===== config.mk =====
export PLATFORM = sky130hd
export DESIGN_NAME = hill_cipher_mod37_encryptor_top
export DESIGN_NICKNAME = d
export VERILOG_FILES = /design/src/rtl/hill37_pkg.sv /design/src/rtl/hill37_cell.sv /design/src/rtl/hill37_reduce.sv /design/src/rtl/hill_cipher_mod37_encryptor_top.sv
export SDC_FILE = /design/constraint.sdc
export NUM_CORES = 2
export LEC_CHECK = 0
export BUFFER_PORTS_ARGS = -buffer_cell sky130_fd_sc_hd__buf_2
export CORE_MARGIN = 2
export CORE_UTILIZATION = 28
export DETAILED_ROUTE_END_ITERATION = 8
export PLACE_DENSITY = 0.44
export REMOVE_ABC_BUFFERS = 1
export SLEW_MARGIN = 20
export SYNTH_ARGS = -nofsm -noshare
export SYNTH_HDL_FRONTEND = slang
export SYNTH_HIERARCHICAL = 1
export SYNTH_SLANG_ARGS = --single-unit

===== constraint.sdc =====
create_clock -name clock -period 6.4 [get_ports clock]
set_input_delay 0.32 -clock clock [delete_from_list [all_inputs] [get_ports clock]]
set_output_delay 0.32 -clock clock [all_outputs]
set_load 0.01 [all_outputs]

===== src/rtl/hill37_pkg.sv =====
`timescale 1ns / 1ps
// ----------------------------------------------------------------------------
// hill37_pkg
// Shared types, constants and symbol mapping for the mod-37 Hill encryptor.
// ----------------------------------------------------------------------------
package hill37_pkg;

   // Geometry
   localparam int MAX_DIM = 7;
   localparam int SYM_W   = 6;
   localparam int ROW_W   = 3;
   localparam int DIM_W   = 3;
   localparam int KEY_W   = MAX_DIM * SYM_W;
   // worst case sum: MAX_DIM * 63 * 36 = 15876
   localparam int ACC_W   = 14;
   localparam int CHR_W   = 8;
   localparam int IDX_W   = 3;

   // Alphabet
   localparam logic [SYM_W-1:0] ALPHA       = 6'd37;
   localparam logic [SYM_W-1:0] SPACE_SYM   = 6'd36;
   localparam logic [SYM_W-1:0] SYM_DIGIT0  = 6'd26;
   localparam logic [CHR_W-1:0] CHR_A       = 8'h41;
   localparam logic [CHR_W-1:0] CHR_Z       = 8'h5A;
   localparam logic [CHR_W-1:0] CHR_ZERO    = 8'h30;
   localparam logic [CHR_W-1:0] CHR_NINE    = 8'h39;
   localparam logic [CHR_W-1:0] CHR_SPACE   = 8'h20;

   // Reciprocal of 37 for sums below 2**ACC_W: q = (x * RECIP_MUL) >> RECIP_SHIFT
   localparam int RECIP_W     = 15;
   localparam int RECIP_SHIFT = 20;
   localparam int QUOT_W      = 9;
   localparam logic [RECIP_W-1:0] RECIP_MUL = 15'd28340;

   // Register indexes
   localparam logic [IDX_W-1:0] CSR_BLOCK_SIZE = 3'd0;
   localparam logic [IDX_W-1:0] CSR_KEY_ROW0   = 3'd1;

   typedef struct packed {
      logic [CHR_W-1:0] char_code;
      logic             flush;
   } req_type;

   typedef struct packed {
      logic [CHR_W-1:0] cipher_char;
      logic             block_last;
   } rsp_type;

   // Partial sum travelling down the cell row
   typedef struct packed {
      logic             valid;
      logic [ROW_W-1:0] row;
      logic [ACC_W-1:0] acc;
   } link_type;

   // Reduced row result
   typedef struct packed {
      logic             valid;
      logic [ROW_W-1:0] row;
      logic [SYM_W-1:0] sym;
   } res_type;

   typedef enum logic [1:0] {
      ST_IDLE,
      ST_COMPUTE,
      ST_DRAIN
   } state_type;

   function automatic logic [SYM_W-1:0] sym_of_byte(input logic [CHR_W-1:0] c);
      logic [CHR_W-1:0] d;
      d = '0;
      if (c inside {[CHR_A:CHR_Z]}) begin
         d = c - CHR_A;
         return d[SYM_W-1:0];
      end
      if (c inside {[CHR_ZERO:CHR_NINE]}) begin
         d = c - CHR_ZERO;
         return d[SYM_W-1:0] + SYM_DIGIT0;
      end
      if (c == CHR_SPACE) begin
         return SPACE_SYM;
      end
      return '0;
   endfunction

   function automatic logic [CHR_W-1:0] byte_of_sym(input logic [SYM_W-1:0] v);
      if (v < SYM_DIGIT0) begin
         return CHR_A + CHR_W'(v);
      end
      if (v < SPACE_SYM) begin
         return CHR_ZERO + CHR_W'(v - SYM_DIGIT0);
      end
      return CHR_SPACE;
   endfunction

   // Effective dimension: zero counts as one
   function automatic logic [DIM_W-1:0] dim_of(input logic [DIM_W-1:0] bs);
      return (bs == '0) ? DIM_W'(1) : bs;
   endfunction

endpackage


===== src/rtl/hill37_cell.sv =====
`timescale 1ns / 1ps
// ----------------------------------------------------------------------------
// hill37_cell
// One column of the key product: holds one block symbol, adds key*symbol
// into the partial sum passing by, and hands the sum to the next cell.
// ----------------------------------------------------------------------------
module hill37_cell (
   input  logic                                                clock,
   input  logic                                                reset,
   input  logic                                                col_en,
   input  logic                                                load_en,
   input  logic                                                clear_en,
   input  logic [hill37_pkg::SYM_W-1:0]                        load_sym,
   input  logic [hill37_pkg::MAX_DIM-1:0][hill37_pkg::SYM_W-1:0] key_col,
   input  hill37_pkg::link_type                                link_in,
   output hill37_pkg::link_type                                link_out
);
   import hill37_pkg::*;

   logic [SYM_W-1:0]   sym_ff;
   logic [SYM_W-1:0]   sym_in;
   link_type           link_ff;
   link_type           link_next_in;
   logic [2*SYM_W-1:0] prod;

   // Symbol slot: load on fill, back to space after a block leaves
   always_comb begin
      sym_in = sym_ff;
      if (clear_en) begin
         sym_in = SPACE_SYM;
      end else if (load_en) begin
         sym_in = load_sym;
      end
   end

   // Key entry of this column for the row passing by; columns beyond n are off
   assign prod = col_en ? key_col[link_in.row] * sym_ff : '0;

   always_comb begin
      link_next_in       = link_in;
      link_next_in.acc   = link_in.acc + ACC_W'(prod);
   end

   always_ff @(posedge clock) begin
      if (reset) begin
         sym_ff        <= SPACE_SYM;
         link_ff.valid <= 1'b0;
      end else begin
         sym_ff        <= sym_in;
         link_ff.valid <= link_next_in.valid;
      end
      link_ff.row <= link_next_in.row;
      link_ff.acc <= link_next_in.acc;
   end

   assign link_out = link_ff;

endmodule


===== src/rtl/hill37_reduce.sv =====
`timescale 1ns / 1ps
// ----------------------------------------------------------------------------
// hill37_reduce
// Reduces a finished row sum modulo 37: reciprocal multiply into a register,
// then subtract quotient times 37.
// ----------------------------------------------------------------------------
module hill37_reduce (
   input  logic                 clock,
   input  logic                 reset,
   input  hill37_pkg::link_type sum_in,
   output hill37_pkg::res_type  res_out
);
   import hill37_pkg::*;

   localparam int PROD_W = ACC_W + RECIP_W;

   logic             valid_ff;
   logic [ROW_W-1:0] row_ff;
   logic [ACC_W-1:0] acc_ff;
   logic [QUOT_W-1:0] quot_ff;
   logic [QUOT_W-1:0] quot_in;
   logic [PROD_W-1:0] recip_prod;
   logic [ACC_W-1:0]  rem;

   // Quotient estimate, exact for sums below 2**ACC_W
   assign recip_prod = PROD_W'(sum_in.acc) * PROD_W'(RECIP_MUL);
   assign quot_in    = recip_prod[RECIP_SHIFT +: QUOT_W];

   always_ff @(posedge clock) begin
      if (reset) begin
         valid_ff <= 1'b0;
      end else begin
         valid_ff <= sum_in.valid;
      end
      row_ff  <= sum_in.row;
      acc_ff  <= sum_in.acc;
      quot_ff <= quot_in;
   end

   // Remainder is below 37
   assign rem = acc_ff - ACC_W'(quot_ff) * ACC_W'(ALPHA);

   assign res_out.valid = valid_ff;
   assign res_out.row   = row_ff;
   assign res_out.sym   = rem[SYM_W-1:0];

endmodule


===== src/rtl/hill_cipher_mod37_encryptor_top.sv =====
`timescale 1ns / 1ps
// ----------------------------------------------------------------------------
// hill_cipher_mod37_encryptor_top
// Hill encryptor over a 37-symbol alphabet: symbols fill a row of cells, and
// partial sums of each key row flow through the cells to a mod-37 stage.
// ----------------------------------------------------------------------------
// A beat that does not complete a block is taken while the encryptor idles.
// A completing beat (block full, or flush of a non-empty block) starts n row
// sums down the 7-cell row; each sum passes the cell and reduce registers
// into the result store, then the n result beats leave one per cycle while
// the receiver is ready. No beat is taken until the last result is loaded.
// Synchronous reset: block size 1, key zero, buffer all spaces, nothing held.
// ----------------------------------------------------------------------------
module hill_cipher_mod37_encryptor_top (
   input  logic                          clock,
   input  logic                          reset,
   input  logic                          req_valid,
   output logic                          req_ready,
   input  hill37_pkg::req_type           req_data,
   output logic                          rsp_valid,
   input  logic                          rsp_ready,
   output hill37_pkg::rsp_type           rsp_data,
   input  logic                          csr_valid,
   output logic                          csr_ready,
   input  logic [hill37_pkg::IDX_W-1:0]  csr_index,
   input  logic [hill37_pkg::KEY_W-1:0]  csr_data
);
   import hill37_pkg::*;

   // Configuration
   logic [DIM_W-1:0] bsize_ff;
   logic [KEY_W-1:0] key_ff [MAX_DIM];
   logic [DIM_W-1:0] dim;
   logic [DIM_W-1:0] dim_m1;
   logic [IDX_W-1:0] key_sel;

   // Control
   state_type        state_ff;
   state_type        state_in;
   logic [DIM_W-1:0] fill_ff;
   logic [DIM_W-1:0] fill_in;
   logic [DIM_W-1:0] fill_next;
   logic [DIM_W-1:0] inj_ff;
   logic [DIM_W-1:0] inj_in;
   logic [DIM_W-1:0] rd_ff;
   logic [DIM_W-1:0] rd_in;
   logic             req_fire;
   logic             inject;
   logic             drain_load;
   logic             clear_blk;
   logic             compute_done;
   logic             store_sym;

   // Datapath
   logic [MAX_DIM-1:0][MAX_DIM-1:0][SYM_W-1:0] key_col;
   logic [MAX_DIM-1:0] col_en;
   logic [MAX_DIM-1:0] load_en;
   link_type           chain [MAX_DIM+1];
   res_type            res;
   logic [SYM_W-1:0]   result_ff [MAX_DIM];
   logic               rsp_valid_ff;
   rsp_type            rsp_data_ff;

   assign csr_ready = 1'b1;
   assign key_sel   = csr_index - CSR_KEY_ROW0;

   // Configuration registers
   always_ff @(posedge clock) begin
      if (reset) begin
         bsize_ff <= DIM_W'(1);
         for (int r = 0; r < MAX_DIM; r++) begin
            key_ff[r] <= '0;
         end
      end else if (csr_valid) begin
         case (csr_index)
            CSR_BLOCK_SIZE: begin
               bsize_ff <= csr_data[DIM_W-1:0];
            end
            default: begin
               key_ff[key_sel] <= csr_data;
            end
         endcase
      end
   end

   assign dim    = dim_of(bsize_ff);
   assign dim_m1 = dim - DIM_W'(1);

   // Handshake and sequencing terms
   assign req_fire     = req_valid && req_ready;
   assign store_sym    = req_fire && !req_data.flush && (fill_ff != DIM_W'(MAX_DIM));
   assign fill_next    = store_sym ? fill_ff + DIM_W'(1) : fill_ff;
   assign compute_done = res.valid && (res.row == dim_m1);

   // Next state
   always_comb begin
      state_in = state_ff;
      case (state_ff)
         ST_IDLE: begin
            if (req_fire) begin
               if (req_data.flush ? (fill_ff != '0) : (fill_next >= dim)) begin
                  state_in = ST_COMPUTE;
               end
            end
         end
         ST_COMPUTE: begin
            if (compute_done) begin
               state_in = ST_DRAIN;
            end
         end
         ST_DRAIN: begin
            if (drain_load && (rd_ff == dim_m1)) begin
               state_in = ST_IDLE;
            end
         end
         default: begin
            state_in = ST_IDLE;
         end
      endcase
   end

   // State outputs
   always_comb begin
      req_ready  = 1'b0;
      inject     = 1'b0;
      drain_load = 1'b0;
      clear_blk  = 1'b0;
      case (state_ff)
         ST_IDLE: begin
            req_ready = 1'b1;
         end
         ST_COMPUTE: begin
            inject    = (inj_ff < dim);
            clear_blk = compute_done;
         end
         ST_DRAIN: begin
            drain_load = !rsp_valid_ff || rsp_ready;
         end
         default: begin
            req_ready = 1'b0;
         end
      endcase
   end

   // Counters
   always_comb begin
      fill_in = fill_next;
      if (clear_blk) begin
         fill_in = '0;
      end
      inj_in = inj_ff;
      if (state_ff == ST_IDLE) begin
         inj_in = '0;
      end else if (inject) begin
         inj_in = inj_ff + DIM_W'(1);
      end
      rd_in = rd_ff;
      if (state_ff == ST_COMPUTE) begin
         rd_in = '0;
      end else if (drain_load) begin
         rd_in = rd_ff + DIM_W'(1);
      end
   end

   always_ff @(posedge clock) begin
      if (reset) begin
         state_ff <= ST_IDLE;
         fill_ff  <= '0;
         inj_ff   <= '0;
         rd_ff    <= '0;
      end else begin
         state_ff <= state_in;
         fill_ff  <= fill_in;
         inj_ff   <= inj_in;
         rd_ff    <= rd_in;
      end
   end

   // Row sums enter the first cell with a zero accumulator
   assign chain[0].valid = inject;
   assign chain[0].row   = inj_ff;
   assign chain[0].acc   = '0;

   // Cell row, one cell per block column
   for (genvar c = 0; c < MAX_DIM; c++) begin : g_cell
      for (genvar r = 0; r < MAX_DIM; r++) begin : g_key
         assign key_col[c][r] = key_ff[r][c*SYM_W +: SYM_W];
      end
      assign col_en[c]  = (DIM_W'(c) <= dim_m1);
      assign load_en[c] = store_sym && (fill_ff == DIM_W'(c));

      hill37_cell u_cell (
         .clock    (clock),
         .reset    (reset),
         .col_en   (col_en[c]),
         .load_en  (load_en[c]),
         .clear_en (clear_blk),
         .load_sym (sym_of_byte(req_data.char_code)),
         .key_col  (key_col[c]),
         .link_in  (chain[c]),
         .link_out (chain[c+1])
      );
   end

   hill37_reduce u_reduce (
      .clock   (clock),
      .reset   (reset),
      .sum_in  (chain[MAX_DIM]),
      .res_out (res)
   );

   // Result store, one symbol per row
   always_ff @(posedge clock) begin
      if (res.valid) begin
         result_ff[res.row] <= res.sym;
      end
   end

   // Output register
   always_ff @(posedge clock) begin
      if (reset) begin
         rsp_valid_ff <= 1'b0;
      end else if (drain_load) begin
         rsp_valid_ff <= 1'b1;
      end else if (rsp_ready) begin
         rsp_valid_ff <= 1'b0;
      end
      if (drain_load) begin
         rsp_data_ff.cipher_char <= byte_of_sym(result_ff[rd_ff]);
         rsp_data_ff.block_last  <= (rd_ff == dim_m1);
      end
   end

   assign rsp_valid = rsp_valid_ff;
   assign rsp_data  = rsp_data_ff;

   // Checks
   a_row_in_range: assert property (@(posedge clock) disable iff (reset)
      res.valid |-> (res.row <= dim_m1))
      else $error("row result beyond block size");

   a_done_to_drain: assert property (@(posedge clock) disable iff (reset)
      (state_ff == ST_COMPUTE) && compute_done |=> (state_ff == ST_DRAIN))
      else $error("block sums finished but no drain");

   a_idle_chain_empty: assert property (@(posedge clock) disable iff (reset)
      (state_ff != ST_COMPUTE) |-> !res.valid && !chain[MAX_DIM].valid)
      else $error("row sum in flight outside compute");

   a_drain_index: assert property (@(posedge clock) disable iff (reset)
      (state_ff == ST_DRAIN) |-> (rd_ff <= dim_m1))
      else $error("drain index beyond block size");

   a_fill_cleared: assert property (@(posedge clock) disable iff (reset)
      clear_blk |=> (fill_ff == '0))
      else $error("fill count not cleared after block");

endmodule


-- Word-level counts from Yosys, hierarchy flattened
Memories as Yosys holds them, arrays and structs flattened. A register that Yosys moved wholly into a read port is not among the register bits.
Index checks and enable logic that the tools add are counted.
- $add $sub $neg: 18
- multiply operators: 9
- divide/modulo/power cells: 0
- order comparisons: 22
- equality and inequality tests: 16
- shifts and indexed selects: 0
- mux-type cells: 68
- bitwise logic cells: 0
- reduce and logical (&&, ||, !) cells: 29
- operators by type and width (operator ; count):
    $bmux W6 S3 ; 7
    $mul A6 B6 Y12 ; 7
    $mux W6 ; 13
    $mux W12 ; 6
    $add A14 B12 Y14 ; 5
    $mux W42 ; 1
    $reduce_or A42 Y1 ; 1
    $mux W8 ; 4
    $lt A3 B4 Y1 const B ; 7
    $mul A14 B13 Y27 const B ; 1
    $mux W1 ; 27
    $mux W3 ; 5
    $logic_and A1 B1 Y1 ; 14
    $add A12 B12 Y13 ; 1
    $add A3 B1 Y3 const B ; 3
    $eq A3 B3 Y1 const B ; 3
    $le A3 B3 Y1 const A ; 3
    $logic_not A3 Y1 ; 3
    $mul A9 B6 Y6 const B ; 1
    $add A7 B6 Y8 const A ; 1
    $add A7 B7 Y8 const A ; 1
    $eq A8 B6 Y1 const B ; 1
    $ge A8 B6 Y1 const B ; 1
    $ge A8 B7 Y1 const B ; 1
    31 further kinds ; 45
- flip-flop bits (word level): 209
- latch bits: 0
- bits in writable memories: 336
- ROM bits: 0
- input bits: 59
- output and inout port bits: 12
- logic and storage cells: 204
- memories: 2
- memory list (memory ; words ; width ; rd ports ; clocked after Yosys merged registers in ; write ports ; RTL line ; text):
    key_ff ; 7 ; 42 ; 7 ; 0 ; 7 ; hill_cipher_mod37_encryptor_top.sv:32 ; logic [KEY_W-1:0] key_ff [MAX_DIM];
    result_ff ; 7 ; 6 ; 1 ; 1 ; 1 ; hill_cipher_mod37_encryptor_top.sv:60 ; logic [SYM_W-1:0] result_ff [MAX_DIM];

-- Depth between registers and ports, before layout
- depth in word-level cells: 11
- mapped depth: 25
- gate-level depth less buffers: 23

-- Cells and area by module
Netlist, hierarchy kept.
- modules (own cells, without submodules) (module ; instances ; cells an instance ; area each (um2) ; sequential area each (um2)):
    hill37_cell (g_cell[0].u_cell ...) ; 6 ; 309 ; 2761.4 ; 480.5
    hill_cipher_mod37_encryptor_top ; 1 ; 1120 ; 14282.4 ; 10299.9
    hill37_reduce ; 1 ; 438 ; 4191.5 ; 320.3
    hill37_cell (g_cell[5].u_cell) ; 1 ; 298 ; 2717.6 ; 480.5

-- Least setup slack after synthesis
No wires, ideal clock.
- path kind: reg-to-reg
- start point: register g_cell[1].u_cell.link_ff, in the netlist g_cell[1].u_cell/link_out[14]
- end point: register g_cell[2].u_cell.link_ff, in the netlist g_cell[2].u_cell/link_out[11]
- library setup time: 0.062 ns
- data arrival time: 5.284 ns
- required time: 6.338 ns
- path slack: 1.054 ns
- stages on the path, launching flop included: 22
- buffers on the path: 1
- period minus slack after synthesis: 5.346 ns
- path through: dfxtp_1 buf_4 mux4_2 o21ai_2 nor2b_1 fa_1 inv_1 fa_1 fa_1 inv_1 ha_1 o21ai_0 o21bai_1 a21oi_1 xnor2_1 and2_1 ha_1 o21ai_0 o21ai_2 and3b_1 or4_1 nand3_1
- RTL lines (item ; RTL line ; text):
    start: declaration ; hill37_cell.sv:22 ; link_type link_ff;
    end: declaration ; hill37_cell.sv:22 ;

==> flow_metrics.env <==
export IMPL_cp_arrival_ns=6.55
export IMPL_row_count=134
export IMPL_top_layer="met5"
export IMPL_nets=4479
export IMPL_min_period_ns=6.014
export IMPL_cp_slowest_cell="mux4_1"
export IMPL_slew_viol_final=0
export IMPL_grt_pass1_vias=27110
export IMPL_rsz0062_at_grt="false"
export IMPL_routedWlPerCell_um=18.11
export IMPL_grt_pass1_wl_um=162100
export IMPL_dpl_hpwl_um=75580
export IMPL_vias_per_cell=4.632
export IMPL_required_ns=6.93
export IMPL_postCtsSetupRepairBufs=0
export IMPL_met2WireLength_um=48720
export IMPL_htreeDepth=3
export IMPL_placed_cell_area_um2=40550
export IMPL_area_growth_pct=14.89
export IMPL_cp_max_fo=14
export IMPL_wl_met1_um=49780
export IMPL_cap_violations=0
export IMPL_endpoint_kind="flip-flop"
export IMPL_cts_buffers_inserted=69
export IMPL_cts_sinks=547
export IMPL_syn_area_um2=37760
export IMPL_ys_ff_latch=547
export IMPL_crit_type="reg2reg"
export IMPL_cp_top_family="adder cells"
export IMPL_hold_class="in2reg"
export IMPL_ys_top_cells_by_count="inv_1, ha_1, nand2_1, edfxtp_1, nor2_1"
export IMPL_yosys_cell_count_top_type="inv_1"
export IMPL_drc=0
export IMPL_yosysWarnings=6
export IMPL_drive_above_1_share_pct=9.388
export IMPL_drt_first_pass_iters=5
export IMPL_fin_skew_ns=0.04018
export IMPL_drt_iter0_markers=1261
export IMPL_yosysTopAreaCell="edfxtp_1"
export IMPL_synthTopCellsByArea="edfxtp_1, dfxtp_1, ha_1"
export IMPL_clk_path_buf_depth=3
export IMPL_overflow=0
export IMPL_critPathMaxStageDelay_ns=0.58
export IMPL_nFillCells=13730
export IMPL_ant_nets=0
export IMPL_synthDistinctLibCells=93
export IMPL_relSlewSlack_pct=26.61
export IMPL_fin_crit_sh_pct=93.97
export IMPL_synth_avg_cell_area_um2=10.18
export IMPL_clock_latency_ns=0.64
export IMPL_track_usage_pct=15.10
export IMPL_cp_cell_sequence="mux4_1 > o21ai_1 > buf_4 > nand2b_1 > fa_1 > fa_1 > fa_1 > inv_1 > ha_1 > a21o_1 > a21oi_1 > o21ai_0 > a31oi_1 > mux2i_1 > ha_1 > a21oi_1 > o211ai_1 > o211ai_1 > xnor2_1"
export IMPL_antenna_found_initial=8
export IMPL_gp_congestion=0.7971
export IMPL_dr_total_vias=26460
export IMPL_cts_tree="yes"
export IMPL_placement_io_buffers=69
export IMPL_outcome="finished clean"
export IMPL_worst_path_buf_inv=2
export IMPL_initial_core_util_pct=28.26
export IMPL_final_hold_violation_count=0
export IMPL_grt_max_degree=55
export IMPL_fp_coreArea_um2=133600
export IMPL_crit_top_cell="fa_1"
export IMPL_synth_flop_cell="edfxtp_1"
export IMPL_synth_edf_count=303
export IMPL_cts_root_buffer="clkbuf_16"
export IMPL_ys_seq_area_share_pct=37.03
export IMPL_stdcell_area_um2=43380
export IMPL_wirelength_um=103500
export IMPL_route_met3_wl_um=3043
export IMPL_fin_tns_setup_ns=0
export IMPL_setup_viol=0
export IMPL_synthArstFlopShare_pct=0
export IMPL_start_kind="flip-flop"
export IMPL_die_x_um=371.2
export IMPL_die_area_um2=137800
export IMPL_fmax_ghz=0.1663
export IMPL_dieHeight_um=371.2
export IMPL_tightest_slew_ns=1.092
export IMPL_synthCells=3710
export IMPL_clk_pin_slew_ns=0.06
export IMPL_ioPinCount=71
export IMPL_yosys_area_top_type_share_pct=24.10
## worst min-delay path, stage by stage
cell      delay, ns
buf_2          0.09
nand2b_1       0.14
a21oi_1        0.08
## through the flow
| step | util (%) | setup WS, ns | cells | hold WS, ns |
|---|---|---|---|---|
| floorplan | - | 0.4612 | 3632 | 0.3096 |
| global route | 32.46 | 0.04055 | 5711 | 0.04376 |
| global placement | 30.34 | -0.07591 | 5539 | 0.3100 |
| detailed placement | 30.34 | -0.02118 | 5539 | 0.3121 |
| CTS | 32.44 | 0.00009370 | 5709 | 0.003981 |
| finish | 32.46 | 0.3858 | 5712 | 0.06197 |
## repair_timing
item	4_1_cts	5_1_grt
resized for setup	1	11
setup endpoints to repair	3	15
endpoints found under the hold margin	63	0
hold buffers	42	0
## metal layers
layer	up-vias	GRT usage, %
met3	115	1.850
met1	12940	20.70
li1	13080	-
met2	323	25.26
met5	-	0
met4	6	3.589
## state kept, by name (all words and copies together), names as in the netlist, named ones only
signal                  cells
bsize_ff                    3
fill_ff                     3
g_cell.u_cell/link_out    126
g_cell.u_cell/sym_ff       42
inj_ff                      3
key_ff                    294
rd_ff                       3
result_ff                  42
rsp_data                    9
rsp_valid                   1
state_ff                    2
u_reduce/acc_ff             6
u_reduce/quot_ff            6
u_reduce/row_ff             3
u_reduce/valid_ff           1
## cell usage in the layout (no fill, tap or decap), types with 13 or more instances in the layout
master         count
nand2_1          305
xor2_1            39
o211ai_1          76
fa_1             199
o21ai_1           17
and3_1            60
o21ai_2           27
o21ai_0           89
a21o_1            43
mux4_1            21
a31oi_1           19
conb_1            21
a21oi_1          167
dlygate4sd3_1     42
clkinv_2          15
a21boi_0          15
nor4_1            13
nor3_1            75
a211oi_1          16
xnor2_1           90
nand3b_1          19
buf_2             68
mux2i_1          112
inv_1            438
ha_1             337
nor2b_1          182
buf_4             71
dfxtp_1          238
mux4_2            21
nand2b_1         109
edfxtp_1         303
clkbuf_16         73
nand3_1           17
nor2_1           269
and2_1            82
## logic make-up (layout without fill, tap and decap cells)
logic type / after synthesis / count (layout) / share of synthesized area, %
AND/OR/NAND/NOR: 1213 / 1213 / 16.37
AO/OA/AOI/OAI: 580 / 580 / 10.14
flip-flops: 547 / 547 / 37.03
buffers and inverters: 537 / 749 / 5.643
adder cells (fa/ha/maj): 536 / 536 / 21.72
multiplexers: 164 / 164 / 5.981
XOR/XNOR: 131 / 131 / 3.095
other: 2 / 24 / 0.01989
## path summary, 6_finish.rpt
check	start	endpoint	slack [ns]	depth (start not counted)
min reg2reg	g_cell[6].u_cell/link_out[14]$_DFF_P_	u_reduce/row_ff[0]$_DFF_P_	0.32	0
max	g_cell[1].u_cell/link_out[14]$_DFF_P_	g_cell[2].u_cell/link_out[13]$_DFF_P_	0.39	19
min	rsp_ready	rsp_valid$_SDFFE_PP0P_	0.06	3
max reg2reg	g_cell[1].u_cell/link_out[14]$_DFF_P_	g_cell[2].u_cell/link_out[13]$_DFF_P_	0.39	19
## area by class of cell
class	count	area, µm²	area share [%]
antenna	3	7.507	0.01731
inverter	440	1652	3.807
clock buffer	90	1951	4.496
timing repair buffer	181	1294	2.982
tap	1768	2212	5.099
multi-input combinational	2645	21850	50.36
sequential	547	13990	32.26
clock inverter	38	425.4	0.9806
Power is left out: the tool's default activity adds up to more than one toggle a clock period on the data nets, which glitch-free logic cannot reach.
